**config.mk**
```make
export PLATFORM = sky130hd
export DESIGN_NAME = rtnv_convert
export DESIGN_NICKNAME = d
export VERILOG_FILES = /design/src/design/rgb_to_nv12_converter_unit_macros.svh /design/src/design/rtnv_pkg.sv /design/src/design/rtnv_convert.sv
export SDC_FILE = /design/constraint.sdc
export NUM_CORES = 1
export LEC_CHECK = 0
export ABC_AREA = 1
export CAP_MARGIN = 40
export CORE_ASPECT_RATIO = 1.25
export CORE_MARGIN = 2
export CORE_UTILIZATION = 50
export CTS_CLUSTER_SIZE = 25
export DETAILED_ROUTE_END_ITERATION = 10
export DONT_BUFFER_PORTS = 1
export PLACE_DENSITY = 0.76
export SLEW_MARGIN = 30
export SYNTH_ARGS = -nofsm -noshare
export SYNTH_HDL_FRONTEND = slang
export SYNTH_SLANG_ARGS = --single-unit
```
**constraint.sdc**
```tcl
create_clock -name clock -period 5.6 [get_ports clock]
set_input_delay 0.84 -clock clock [delete_from_list [all_inputs] [get_ports clock]]
set_output_delay 0.84 -clock clock [all_outputs]
set_load 0.02 [all_outputs]
```
**src/design/rgb_to_nv12_converter_unit_macros.svh**
```systemverilog
`ifndef RGB_TO_NV12_CONVERTER_UNIT_MACROS_SVH
`define RGB_TO_NV12_CONVERTER_UNIT_MACROS_SVH

// The consequent must hold in the same cycle as the antecedent.
`define RTNV_ASSERT_SAME(label, clk, rst, ante, cons, msg) \
   label: assert property (@(posedge clk) disable iff (rst) (ante) |-> (cons)) else $error(msg);

// The consequent must hold in the cycle after the antecedent.
`define RTNV_ASSERT_NEXT(label, clk, rst, ante, cons, msg) \
   label: assert property (@(posedge clk) disable iff (rst) (ante) |=> (cons)) else $error(msg);

`endif

```
**src/design/rtnv_pkg.sv**
```systemverilog
package rtnv_pkg;

   localparam int unsigned ROW_LIMIT = 4096;

   localparam logic [12:0] WIDTH_RESET  = 13'd1920;
   localparam logic [12:0] HEIGHT_RESET = 13'd1080;

   localparam logic REG_FRAME_WIDTH  = 1'b0;
   localparam logic REG_FRAME_HEIGHT = 1'b1;

   localparam logic [7:0] Y_COEF_R  = 8'd66;
   localparam logic [7:0] Y_COEF_G  = 8'd129;
   localparam logic [7:0] Y_COEF_B  = 8'd25;
   localparam logic [7:0] CB_COEF_R = 8'd38;
   localparam logic [7:0] CB_COEF_G = 8'd74;
   localparam logic [7:0] CB_COEF_B = 8'd112;
   localparam logic [7:0] CR_COEF_R = 8'd112;
   localparam logic [7:0] CR_COEF_G = 8'd94;
   localparam logic [7:0] CR_COEF_B = 8'd18;

   localparam logic [16:0] Y_ROUND   = 17'd128;
   localparam logic [8:0]  Y_OFFSET  = 9'd16;
   localparam logic [17:0] C_BIAS    = 18'd32896;

   typedef struct packed {
      logic [7:0] red;
      logic [7:0] green;
      logic [7:0] blue;
   } pixel_type;

   typedef struct packed {
      logic [8:0] red;
      logic [8:0] green;
      logic [8:0] blue;
   } pair_type;

   typedef struct packed {
      pixel_type  pixel;
      logic [7:0] avg_red;
      logic [7:0] avg_green;
      logic [7:0] avg_blue;
      logic       chroma_valid;
      logic       frame_end;
   } stage_type;

   function automatic logic [7:0] clamp8(input logic signed [17:0] value);
      logic [7:0] result;
      if (value < 0) begin
         result = 8'd0;
      end else if (value > 18'sd255) begin
         result = 8'd255;
      end else begin
         result = value[7:0];
      end
      return result;
   endfunction

endpackage

```
**src/design/rtnv_convert.sv**
```systemverilog
module rtnv_convert import rtnv_pkg::*; (
   input  logic        clock,
   input  logic        reset,
   input  logic        in_valid,
   output logic        in_ready,
   input  stage_type   in_stage,
   output logic        rsp_tvalid,
   input  logic        rsp_tready,
   // Fields from the lowest bit up: luma, cb_value, cr_value.
   output logic [23:0] rsp_tdata,
   // Fields from the lowest bit up: chroma_valid.
   output logic        rsp_tuser,
   output logic        rsp_tlast
);

   logic        out_ready;

   logic        v2_ff, v2_in;
   logic [15:0] y_r_ff, y_g_ff, y_b_ff, y_r_in, y_g_in, y_b_in;
   logic [15:0] cb_r_ff, cb_g_ff, cb_b_ff, cb_r_in, cb_g_in, cb_b_in;
   logic [15:0] cr_r_ff, cr_g_ff, cr_b_ff, cr_r_in, cr_g_in, cr_b_in;
   logic        chroma2_ff, chroma2_in, fend2_ff, fend2_in;

   logic [16:0]        y_sum;
   logic [8:0]         luma_raw;
   logic signed [17:0] cb_sum, cr_sum;

   logic       vo_ff, vo_in;
   logic [7:0] luma_ff, luma_in, cb_ff, cb_in, cr_ff, cr_in;
   logic       chroma_ff, chroma_in, fend_ff, fend_in;

   assign out_ready = !vo_ff || rsp_tready;
   assign in_ready  = !v2_ff || out_ready;

   always_comb begin
      v2_in      = in_valid;
      y_r_in     = 16'(Y_COEF_R)  * 16'(in_stage.pixel.red);
      y_g_in     = 16'(Y_COEF_G)  * 16'(in_stage.pixel.green);
      y_b_in     = 16'(Y_COEF_B)  * 16'(in_stage.pixel.blue);
      cb_r_in    = 16'(CB_COEF_R) * 16'(in_stage.avg_red);
      cb_g_in    = 16'(CB_COEF_G) * 16'(in_stage.avg_green);
      cb_b_in    = 16'(CB_COEF_B) * 16'(in_stage.avg_blue);
      cr_r_in    = 16'(CR_COEF_R) * 16'(in_stage.avg_red);
      cr_g_in    = 16'(CR_COEF_G) * 16'(in_stage.avg_green);
      cr_b_in    = 16'(CR_COEF_B) * 16'(in_stage.avg_blue);
      chroma2_in = in_stage.chroma_valid;
      fend2_in   = in_stage.frame_end;
   end

   always_ff @(posedge clock) begin
      if (reset) begin
         v2_ff <= 1'b0;
      end else if (in_ready) begin
         v2_ff <= v2_in;
      end
   end

   always_ff @(posedge clock) begin
      if (in_ready) begin
         y_r_ff     <= y_r_in;
         y_g_ff     <= y_g_in;
         y_b_ff     <= y_b_in;
         cb_r_ff    <= cb_r_in;
         cb_g_ff    <= cb_g_in;
         cb_b_ff    <= cb_b_in;
         cr_r_ff    <= cr_r_in;
         cr_g_ff    <= cr_g_in;
         cr_b_ff    <= cr_b_in;
         chroma2_ff <= chroma2_in;
         fend2_ff   <= fend2_in;
      end
   end

   always_comb begin
      y_sum    = 17'(y_r_ff) + 17'(y_g_ff) + 17'(y_b_ff) + Y_ROUND;
      luma_raw = 9'(y_sum >> 8) + Y_OFFSET;
      cb_sum   = $signed(C_BIAS + 18'(cb_b_ff) - 18'(cb_r_ff) - 18'(cb_g_ff));
      cr_sum   = $signed(C_BIAS + 18'(cr_r_ff) - 18'(cr_g_ff) - 18'(cr_b_ff));
      vo_in     = v2_ff;
      luma_in   = clamp8($signed(18'(luma_raw)));
      cb_in     = chroma2_ff ? clamp8(cb_sum >>> 8) : 8'd0;
      cr_in     = chroma2_ff ? clamp8(cr_sum >>> 8) : 8'd0;
      chroma_in = chroma2_ff;
      fend_in   = fend2_ff;
   end

   always_ff @(posedge clock) begin
      if (reset) begin
         vo_ff <= 1'b0;
      end else if (out_ready) begin
         vo_ff <= vo_in;
      end
   end

   always_ff @(posedge clock) begin
      if (out_ready) begin
         luma_ff   <= luma_in;
         cb_ff     <= cb_in;
         cr_ff     <= cr_in;
         chroma_ff <= chroma_in;
         fend_ff   <= fend_in;
      end
   end

   assign rsp_tvalid = vo_ff;
   assign rsp_tdata  = {cr_ff, cb_ff, luma_ff};
   assign rsp_tuser  = chroma_ff;
   assign rsp_tlast  = fend_ff;

endmodule

```
# --- Word level (Yosys, flattened, before mapping) ---
# Index checks and enable logic that the tools add are counted.
classes:
  addsub: 10
  mul: 9
  order_cmp: 5
  mux: 2
  bitwise: 1
  reduce_logical: 6
ops:
  columns: ["operator", "count"]
  rows:
  - ["$mul A6 B8 Y14 const A", 3]
  - ["$add A16 B15 Y17 const A", 2]
  - ["$mul A5 B8 Y13 const A", 2]
  - ["$mul A3 B8 Y11 const A", 2]
  - ["$gt A10 B9 Y1 const B", 2]
  - ["$lt A10 B1 Y1 const B", 2]
  - ["$sub A17 B14 Y18", 1]
  - ["$sub A17 B15 Y18", 1]
  - ["$sub A18 B13 Y18", 1]
  - ["$sub A18 B15 Y18", 1]
  - ["$add A15 B16 Y17", 1]
  - ["$add A17 B13 Y17", 1]
  - ["$add A17 B8 Y17 const B", 1]
  - ["$mul A8 B8 Y16 const A", 1]
  - ["$mux W8", 2]
  - ["$mul A4 B8 Y12 const A", 1]
  - ["$add A9 B5 Y9 const B", 1]
  - ["$gt A9 B8 Y1 const B", 1]
  - ["$reduce_or A2 Y1", 2]
  - ["$logic_not A1 Y1", 2]
  - ["$logic_or A1 B1 Y1", 2]
  - ["$not A1 Y1", 1]
totals:
  ff_bits: 148
  in_bits: 54
  output_inout_bits: 28
  word_cells: 51

# --- Depth between registers and ports, before layout ---
# Gate-level depths: netlist of the first run.
depth:
  depth_word: 5
  depth_mapped: 23
  depth_no_buf: 23

# --- Least setup slack after synthesis of the first run ---
# OpenSTA, ideal clock, no wires.
synth_timing:
  kind: "input-to-reg"
  startpoint: "input rsp_tready"
  endpoint: "register cb_b_ff[10] (enable)"
  setup_time_ns: 1.389
  arrival_time_ns: 3.638
  required_ns: 4.211
  slack_ns: 0.573
  cell_stages: 2
  path_buffers: 0
  path_cell_list: "inv_1 > nand3_1"
synth_between:
  elab_chain_len: 2
synth_rtl:
  columns: ["item", "line_no", "text"]
  rows:
  - ["from (decl)", "rtnv_convert.sv:8", "input logic rsp_tready,"]
  - ["$logic_or A1 B1 Y1", "rtnv_convert.sv:32", "assign out_ready = !vo_ff || rsp_tready;"]
  - ["$logic_or A1 B1 Y1", "rtnv_convert.sv:33", "assign in_ready = !v2_ff || out_ready;"]
  - ["net in_ready", "rtnv_convert.sv:5", "output logic in_ready,"]
  - ["to (signal assigned)", "rtnv_convert.sv:65", "cb_b_ff <= cb_b_in;"]
  - ["to (decl)", "rtnv_convert.sv:20", "logic [15:0] cb_r_ff, cb_g_ff, cb_b_ff, cb_r_in, cb_g_in, cb_b_in;"]
# The timed path passes the listed nets, and every way through them passes these cells.
# A chain may end at the register's enable or synchronous reset.

# --- Worst setup path after layout of the first run ---
layout_timing:
  startpoint: "register y_r_ff[8]"
  endpoint: "register luma_ff[4] (data pin)"
layout_between:
  elab_chain_len: 5
layout_rtl:
  columns: ["item", "line_no", "text"]
  rows:
  - ["from (decl)", "rtnv_convert.sv:19", "logic [15:0] y_r_ff, y_g_ff, y_b_ff, y_r_in, y_g_in, y_b_in;"]
  - ["from (signal assigned)", "rtnv_convert.sv:60", "y_r_ff <= y_r_in;"]
  - ["$add A15 B16 Y17", "rtnv_convert.sv:75", "y_sum = 17'(y_r_ff) + 17'(y_g_ff) + 17'(y_b_ff) + Y_ROUND;"]
  - ["$add A17 B13 Y17", "rtnv_convert.sv:75", null]
  - ["$add A17 B8 Y17", "rtnv_convert.sv:75", null]
  - ["$add A9 B5 Y9", "rtnv_convert.sv:76", "luma_raw = 9'(y_sum >> 8) + Y_OFFSET;"]
  - ["net luma_raw[5]", "rtnv_convert.sv:25", "logic [8:0] luma_raw;"]
  - ["$gt A9 B8 Y1", "rtnv_pkg.sv:50", "end else if (value > 18'sd255) begin"]
  - ["to (signal assigned)", "rtnv_convert.sv:97", "luma_ff <= luma_in;"]
  - ["to (decl)", "rtnv_convert.sv:29", "logic [7:0] luma_ff, luma_in, cb_ff, cb_in, cr_ff, cr_in;"]
# The timed path passes the listed nets, and every way through them passes these cells.

==> results summary, run 1 <==
The routed wirelength normalized by instance count is 15.5 um. In this run the tightest slew margin relative to its limit is a little over half. The maximum number of pins on one net before global-route repair is 45.

The overall routing resource usage came out at around 20%. The cell depth of the worst flop-to-flop path came out at 23. The number of different library cells used by synthesis comes to 34.

The clock passes through at most 2 buffers. The fraction of power spent switching nets is 47.2%. The transition time of the tightest slew-check pin is 0.688 ns. The maximum achievable frequency is 273 MHz. The area overhead of the layout relative to synthesis came out at 8.46%. Adding up every negative setup slack in the final design gives 0 ns. The total length of routed wires came out at 25800 um.

The clock network is responsible for between 10% and 20% of the overall power. For this design the ratio of total power to cell area is 600 mW/mm2. Setup repair after global routing left no endpoint under its margin. The worst hold path terminates at rsp_tlast$_DFFE_PP_. After the first detailed-routing iteration, the DRC count stood at about 300.

The number of buffers inserted during clock tree synthesis is 17. In the routed design, unresolved DRC markers number 0. The number of optimization iterations in the first detailed-route pass is 5. The number of levels in the clock H-tree is 4. The buffer cell driving the clock tree root is sky130_fd_sc_hd__clkbuf_16.

The number of hold violations in the final report was 0. The floorplan has 65 rows. TritonCTS built the clock tree. The routed layout has 8649 vias.

The share of the clock period used by the worst path after layout is 65.4%. The filler cells instantiated in the layout total 2136. The count of synthesis-stage warnings from yosys came out at 0. The required time at the endpoint of the critical path is 5.90 ns. The clock skew came out at 0.00586 ns.

In this run the remaining antenna-violating nets after routing total 0. The combinational group share of total power is between 60% and 70%. In the synthesized netlist the dominant register cell turns out to be sky130_fd_sc_hd__edfxtp_1. The flow ran to the end, and the final reports show no timing, DRC or antenna violations. The clock reaches the later pin of the worst-skew pair after 0.43 ns. By instance count, the cell type seen most on the critical path is sky130_fd_sc_hd__nand2_1.

The area share of the largest cell type after synthesis is ~34%. The total of buffers placed on input and output ports is 0. The count of maximum capacitance violations came out at 0. The mean post-synth cell area is 9.82 um2. The fraction of layout cells with a size suffix above 1 came out at 3.83%. Synthesis produced a netlist whose cell count is 1296. The worst register-to-register path ends at luma_ff[4]$_SDFFCE_PN1P_.

Of all cell types, the one taking the most synthesized area is sky130_fd_sc_hd__edfxtp_1. The worst hold path begins at fend2_ff$_DFFE_PP_. The number of antenna violations at the first check in global routing is 0. After synthesis, the share of flip-flops with an asynchronous set or reset is 0%.

Among all stages on the critical path, the largest delay is contributed by sky130_fd_sc_hd__fa_1. The net switching power is 0.00391 W. The first global-routing pass estimated roughly 43000 um of wire.

The die span in x came out at 147 um. The number of vias per cell after detailed routing is 5.19. Sequential elements use 33.8% of the synthesized area. STA classifies the critical path endpoint as a flip-flop. The endpoint arrival time on the critical path is between 3 and 4 ns. The instance count along the most critical hold path came out at 0. The maximum cell stage delay along the critical path is 0.52 ns. The smallest hold slack came out at 0.428 ns.

The count of boundary I/O pins is 82. The net count of the mapped netlist is 1659. The setup fix buffers added after clock tree synthesis came out at 0. The number of gates resized after CTS is 0. After legalization and detailed placement, the total HPWL measured 21500 um.

The top cell types in the final layout, fill and taps aside, are sky130_fd_sc_hd__inv_1 (297), sky130_fd_sc_hd__ha_1 (232), sky130_fd_sc_hd__nand2_1 (175). After synthesis the cells add up to 0.0127 mm2. The effective utilization at floorplan is slightly above 50%. The max-slew violation count came out at 0. In the post-synthesis netlist, the biggest area contributors are sky130_fd_sc_hd__edfxtp_1 (34%), sky130_fd_sc_hd__ha_1 (23%), sky130_fd_sc_hd__fa_1 (12%), sky130_fd_sc_hd__inv_1 (8.8%), sky130_fd_sc_hd__nand2_1 (5.2%). The sink count of the clock tree came out at about 140.

In this run, synthesis inferred 142 flip-flops with an integrated enable. After clock tree synthesis, the clock-pin slew on the worst setup and hold paths is 0.06 ns. The number of nets at the end of the flow came out at about 1700. The antenna diode instance count came out at 0. The number of buffers added to fix hold violations after cts is 0. The worst setup path is launched from a flip-flop. The leakage power total is 7.11 nW. In this run the critical register-to-register path is launched from y_r_ff[8]$_DFFE_PP_.

The setup violation total in the final timing report came out at 0. The via count of the first global-routing pass is roughly 9000. The critical path goes through inv_1 > fa_1 > inv_1 > ha_1 > ha_1 > nand2_1 > inv_1 > nand2_1 > nor3_1 > nand2_1 > nand2_1 > nand2_1 > nand2_1 > inv_1 > ha_1 > inv_1 > nor2_1 > nand3_1 > nor2_1 > nand4_1 > nor2_4 > nand2_4 > nand3_1.

The critical path starts at y_r_ff[8]$_DFFE_PP_. The y dimension of the die came out at about 180 um. For this run the aggregate overflow at the end of global routing stands at 0. The path type of the worst min-delay path is reg2reg. Routability-driven placement finished with a final weighted congestion of 0.907. Sequential cells account for 23.0% of the total power. Along the worst path, the maximum fanout reaches 7.

The core region is 0.0251 mm2. The peak supply drop came out at 0.330 mV. The smallest clock period supported by the final layout is computed as roughly 3.7 ns. The most common cell after layout, fill and taps aside is sky130_fd_sc_hd__inv_1. The synthesis-stage register bit count came out at 144. The area of the die came out at around 0.027 mm2.

The setup path with the least slack is of type reg2reg. The internal power consumption is 0.00437 W. The reg-to-reg setup timing slack came out at 1.94 ns.
[area by class of cell]
cell class	instances	area [um2]	share of cell area [%]
multi-input combinational	853	7310	53.0
sequential	144	4300	31.2
inverter	299	1120	8.13
clock buffer	18	429	3.11
tap	335	419	3.04
clock inverter	14	180	1.31
timing repair buffer	3	35.0	0.254
[metal layers]
layer  wire length (um)  track usage (%)  vias up
li1                   -                -     4298
met1               9580             20.7     4065
met2              13500             38.4      215
met3               1370             5.00       71
met4               1350             11.3        0
met5                  0                0        -
[stage by stage]
stage | worst slack (ns) | area, um2 | cells | util, % | power [W]
4_1_cts | 1.95 | 13800 | 1666 | 54.9 | 0.00831
2_1_floorplan | 0.573 | 12700 | 1296 | - | 0.00587
3_3_place_gp | 1.62 | 13200 | 1633 | 52.4 | 0.00694
3_5_place_dp | 1.52 | 13200 | 1634 | 52.5 | 0.00706
6_report | 1.94 | 13800 | 1666 | 54.9 | 0.00828
5_1_grt | 1.64 | 13800 | 1666 | 54.9 | 0.00915
[power by group through the flow]
stage               Combinational (W)  Sequential [W]  Clock [W]
finish                        0.00519         0.00191    0.00119
global route                  0.00596         0.00193    0.00125
CTS                           0.00519         0.00192    0.00121
detailed placement            0.00512         0.00194          0
global placement              0.00501         0.00193          0
floorplan                     0.00398         0.00188          0
[sequential cells by signal (all words and copies together), names as in the netlist]
register and count:
cb_b_ff 10, rsp_tvalid 1, luma_ff 8, rsp_tlast 1, cr_b_ff 12, chroma2_ff 1
rsp_tuser 1, y_r_ff 14, y_b_ff 13, cr_ff 8, cb_ff 8, cr_r_ff 11
cb_g_ff 13, y_g_ff 16, cr_g_ff 14, fend2_ff 1, cb_r_ff 11, v2_ff 1
[cells in the mapped netlist (4+ instances only)]
library cell / number
sky130_fd_sc_hd__nor2_1: 51
sky130_fd_sc_hd__a21oi_1: 90
sky130_fd_sc_hd__nor3_1: 5
sky130_fd_sc_hd__o21ai_0: 32
sky130_fd_sc_hd__ha_1: 232
sky130_fd_sc_hd__nand2_1: 175
sky130_fd_sc_hd__edfxtp_1: 142
sky130_fd_sc_hd__nand3b_1: 5
sky130_fd_sc_hd__a31oi_1: 5
sky130_fd_sc_hd__xor2_1: 51
sky130_fd_sc_hd__inv_1: 297
sky130_fd_sc_hd__o31ai_1: 4
sky130_fd_sc_hd__o21bai_1: 9
sky130_fd_sc_hd__nand2_2: 6
sky130_fd_sc_hd__nand3_1: 51
sky130_fd_sc_hd__fa_1: 77
sky130_fd_sc_hd__a21o_1: 8
sky130_fd_sc_hd__xnor2_1: 19
sky130_fd_sc_hd__nand4_1: 10
[worst max-delay path, delay by kind of cell, from the launching register on]
family | cells | cell delay [ns]
adder cells (fa/ha/maj) | 4 | 1.52
buffers and inverters | 5 | 0.32
flip-flops | 1 | 0.32
AND/OR/NAND/NOR | 14 | 1.37
[worst max-delay path by stage]
stage / end / cells past startpoint
after floorplan: cb_b_ff[10]$_DFFE_PP_ / 2
after global placement: cr_g_ff[12]$_DFFE_PP_ / 13
after detailed placement: cr_g_ff[13]$_DFFE_PP_ / 14
after CTS: luma_ff[4]$_SDFFCE_PN1P_ / 20
after global routing: luma_ff[4]$_SDFFCE_PN1P_ / 22
final: luma_ff[4]$_SDFFCE_PN1P_ / 23
[cells by family after synthesis]
group | count (synthesis) | share of synthesized area [%]
AO/OA/AOI/OAI | 158 | 6.85
XOR/XNOR | 70 | 4.82
adder cells (fa/ha/maj) | 309 | 34.9
buffers and inverters | 299 | 8.82
flip-flops | 144 | 33.8
AND/OR/NAND/NOR | 316 | 10.7
No activity file was read; power rests on OpenSTA's default activity.
==> run 2, diff against run 1 <==
==> constraint.sdc (replaced) <==
create_clock -name clock -period 3.5 [get_ports clock]
set_input_delay 0.525 -clock clock [delete_from_list [all_inputs] [get_ports clock]]
set_output_delay 0.525 -clock clock [all_outputs]
set_load 0.02 [all_outputs]
==> run 2 against run 1 <==
  * Via count shrank 0.13%
  * Design area grew 3.1%
  * Count of clock-buffer cells in the layout is the same
  * Cell count grew 0.78%
  * The flow now finishes with violations (negative setup slack)
  * Critical path depth is the same
  * Die area is the same
  * Sequential power grew 59%
==> results summary, run 2 (synthesis gave the netlist of run 1 again) <==
TritonCTS created 17 clock buffers. The net switching power is 0.00662 W. Ranked by flip-flop count, first place goes to y_g_ff.

From left edge to right edge, the die measures ~150 um. The number of vias per cell after detailed routing came out at 5.14. The number of buffers added to fix hold violations after cts is 0. Counting tap cells, the placed design contains a total of 1643 instances. The area overhead of the layout relative to synthesis came out at 11.8%. The total DRC errors in the routed layout came out at 0.

The library cell used most frequently in the layout, excluding fill and tap cells, is sky130_fd_sc_hd__inv_1. Sequential cells burn 21.4% of the power. The overall routing resource usage came out at 20.8%. The number of nets at the end of the flow came out at 1694. The combinational group share of total power came out at about two thirds. The cell area power density came out at 1000 mW/mm2. The maximum number of pins on one net before global-route repair is 73. The library cells used most frequently in the layout, excluding fill and tap cells, are sky130_fd_sc_hd__inv_1 (288), sky130_fd_sc_hd__ha_1 (213), sky130_fd_sc_hd__nand2_1 (169). The global-route wire length before repair is 43500 um. The initial utilization of the core area, before any placement, comes to 50.6%.

The longest clock path from root to sink contains 2 buffers. The flow ran to the end, but the final reports show violations. The number of levels in the clock H-tree came out at 4. The via count of the first global-routing pass was 9095. Total power for the finished layout comes to roughly 0.014 W. The critical path is of the reg2reg type. The worst setup path is captured at a flip-flop. The buffer cell driving the clock tree root is sky130_fd_sc_hd__clkbuf_16.

After clock tree synthesis, the clock-pin slew on the worst setup and hold paths is 0.06 ns. The path type of the worst min-delay path is in2reg. The number of hold violations in the final report is 0. Summed over all layers, the global routing overflow is 0. The DRC violation total after the first TritonRoute iteration came out at 335. The routed wirelength normalized by instance count came out at between 15 and 20 um. The leakage power total came out at 7.17 nW. The routing usage on met1 is 21.9%. The number of antenna violations at the first check in global routing is 1. The count of maximum capacitance violations is 0. The clock net in this run drives a total of 144 sinks.

The routed layout has between 8000 and 9000 vias. The total length of routed wires came out at approximately 27000 um. In the final layout, the share of cells above drive strength 1 is 8.18%. Global routing used 39.2% of the available met2 tracks.

The fraction of power spent switching nets is 46.5%. The required time at the endpoint of the critical path is 3.79 ns. The total of buffers placed on input and output ports is 0. At the end of routability-driven placement, the weighted congestion stood at 0.928.

The max-slew violation count is 0. Setup violations remaining at the end of the flow were counted as 7. After filler insertion, the fill cell instance count of the layout stands at ~2100. The y dimension of the die came out at 182 um.

The flip-flop count of the largest register after layout is 16. The detailed-placement wirelength estimate is 21500 um. Setup repair after global routing could not meet its margin everywhere. The largest fanout of any net on the critical path is 7. The endpoint arrival time on the critical path came out at 3.85 ns. The area inside the core boundary came out at 0.0251 mm2. After layout, the worst setup slack is -0.0564 ns. The count of boundary I/O pins came out at 82.

The peak supply drop came out at 0.453 mV. The floorplan step defined a die boundary enclosing 0.0267 mm2. The met3 usage in global routing came out at under 10%. Before antenna repair, the detailed router went through 4 iterations. The internal power consumption is 0.00762 W.

The share of the clock period used by the worst path after layout is 102%. The relative max-transition margin came out at 50.0%. The antenna diode instance count came out at 0.

The placement row count is 65. The largest registers in the layout are y_g_ff x16, cr_g_ff x14, y_r_ff x14. The clock latency of the later-clocked register in the worst-skew pair is 0.43 ns. The worst setup path is launched from a flip-flop. For the pin with the worst max-slew slack, the measured transition is ~0.75 ns.

The final antenna-violating net count came out at 0. The post-layout instance count excluding filler cells is 1679. The fraction of power consumed by the clock network came out at 13.2%. The most used routing layer in global routing is met2. The clock skew is 0.00787 ns. TritonCTS built the clock tree. Counting I/O delays and the setup requirement, the final critical path takes 3.56 ns. The maximum achievable frequency came out at 281 MHz. The checks that failed: negative setup slack.
run 2: area by class of cell:
class | instances | area (um2) | share of cell area [%]
inverters | 299 | 1120 | 7.91
clock inverters | 14 | 180 | 1.27
flip-flops and latches | 144 | 4300 | 30.3
well taps | 335 | 419 | 2.95
clock buffers | 18 | 429 | 3.02
repair buffers | 16 | 133 | 0.932
multi-input cells | 853 | 7630 | 53.7
run 2: timing repair:
action                                  CTS  global route
buffers inserted                          3             1
endpoints found under the setup margin    7             7
resized for setup                        28            25
pin swaps                                14            19
run 2: power by group through the flow:
stage / clock, W / sequential, W / combinational (W)
detailed placement: 0 / 0.00309 / 0.00832
floorplan: 0 / 0.00301 / 0.00640
CTS: 0.00192 / 0.00306 / 0.00887
global route: 0.00200 / 0.00310 / 0.0105
global placement: 0 / 0.00308 / 0.00815
finish: 0.00189 / 0.00304 / 0.00931
run 2: final timing paths:
check                      startpoint                       end  slack, ns  depth (start not counted)
hold / removal                  reset        v2_ff$_SDFFE_PP0P_       0.16                          1
setup / recovery  y_r_ff[6]$_DFFE_PP_  luma_ff[5]$_SDFFCE_PN1P_      -0.06                         23
setup reg to reg  y_r_ff[6]$_DFFE_PP_  luma_ff[5]$_SDFFCE_PN1P_      -0.06                         23
hold reg to reg    fend2_ff$_DFFE_PP_       rsp_tlast$_DFFE_PP_       0.47                          0
run 2: critical path: stages, from the launching register on:
cell and delay [ns]:
sky130_fd_sc_hd__edfxtp_1 0.34, sky130_fd_sc_hd__inv_2 0.04, sky130_fd_sc_hd__fa_2 0.39, sky130_fd_sc_hd__inv_2 0.06, sky130_fd_sc_hd__fa_1 0.44, sky130_fd_sc_hd__ha_4 0.34, sky130_fd_sc_hd__nand2_2 0.08, sky130_fd_sc_hd__inv_2 0.06
sky130_fd_sc_hd__nand2_1 0.06, sky130_fd_sc_hd__nor3_1 0.15, sky130_fd_sc_hd__nand2_1 0.12, sky130_fd_sc_hd__nand2_1 0.08, sky130_fd_sc_hd__nand2_1 0.06, sky130_fd_sc_hd__nand2_2 0.10, sky130_fd_sc_hd__inv_2 0.06, sky130_fd_sc_hd__ha_4 0.26
sky130_fd_sc_hd__inv_4 0.04, sky130_fd_sc_hd__nor2_4 0.07, sky130_fd_sc_hd__nand3_2 0.08, sky130_fd_sc_hd__nor2_2 0.13, sky130_fd_sc_hd__nand4_1 0.16, sky130_fd_sc_hd__nor2_4 0.13, sky130_fd_sc_hd__nand2_4 0.09, sky130_fd_sc_hd__nand3_2 0.08
run 2: per-stage QoR:
step	setup slack (ns)	instance area (um2)	util [%]	hold WS (ns)	TNS [ns]
2_1_floorplan	0.0173	12700	-	0.400	0
3_3_place_gp	-0.00793	13300	52.8	0.464	-0.00793
3_5_place_dp	-0.132	13300	52.8	0.461	-0.890
4_1_cts	0.00245	14100	56.0	0.139	0
5_1_grt	-0.204	14200	56.6	0.145	-1.39
6_report	-0.0564	14200	56.6	0.162	-0.342
run 2: metal layers:
layer  part of all wire [%]  wire length [um]
met3                    4.6              1220
met4                    3.5               930
met2                     54             14300
met5                  0.049                13
met1                     38             10200
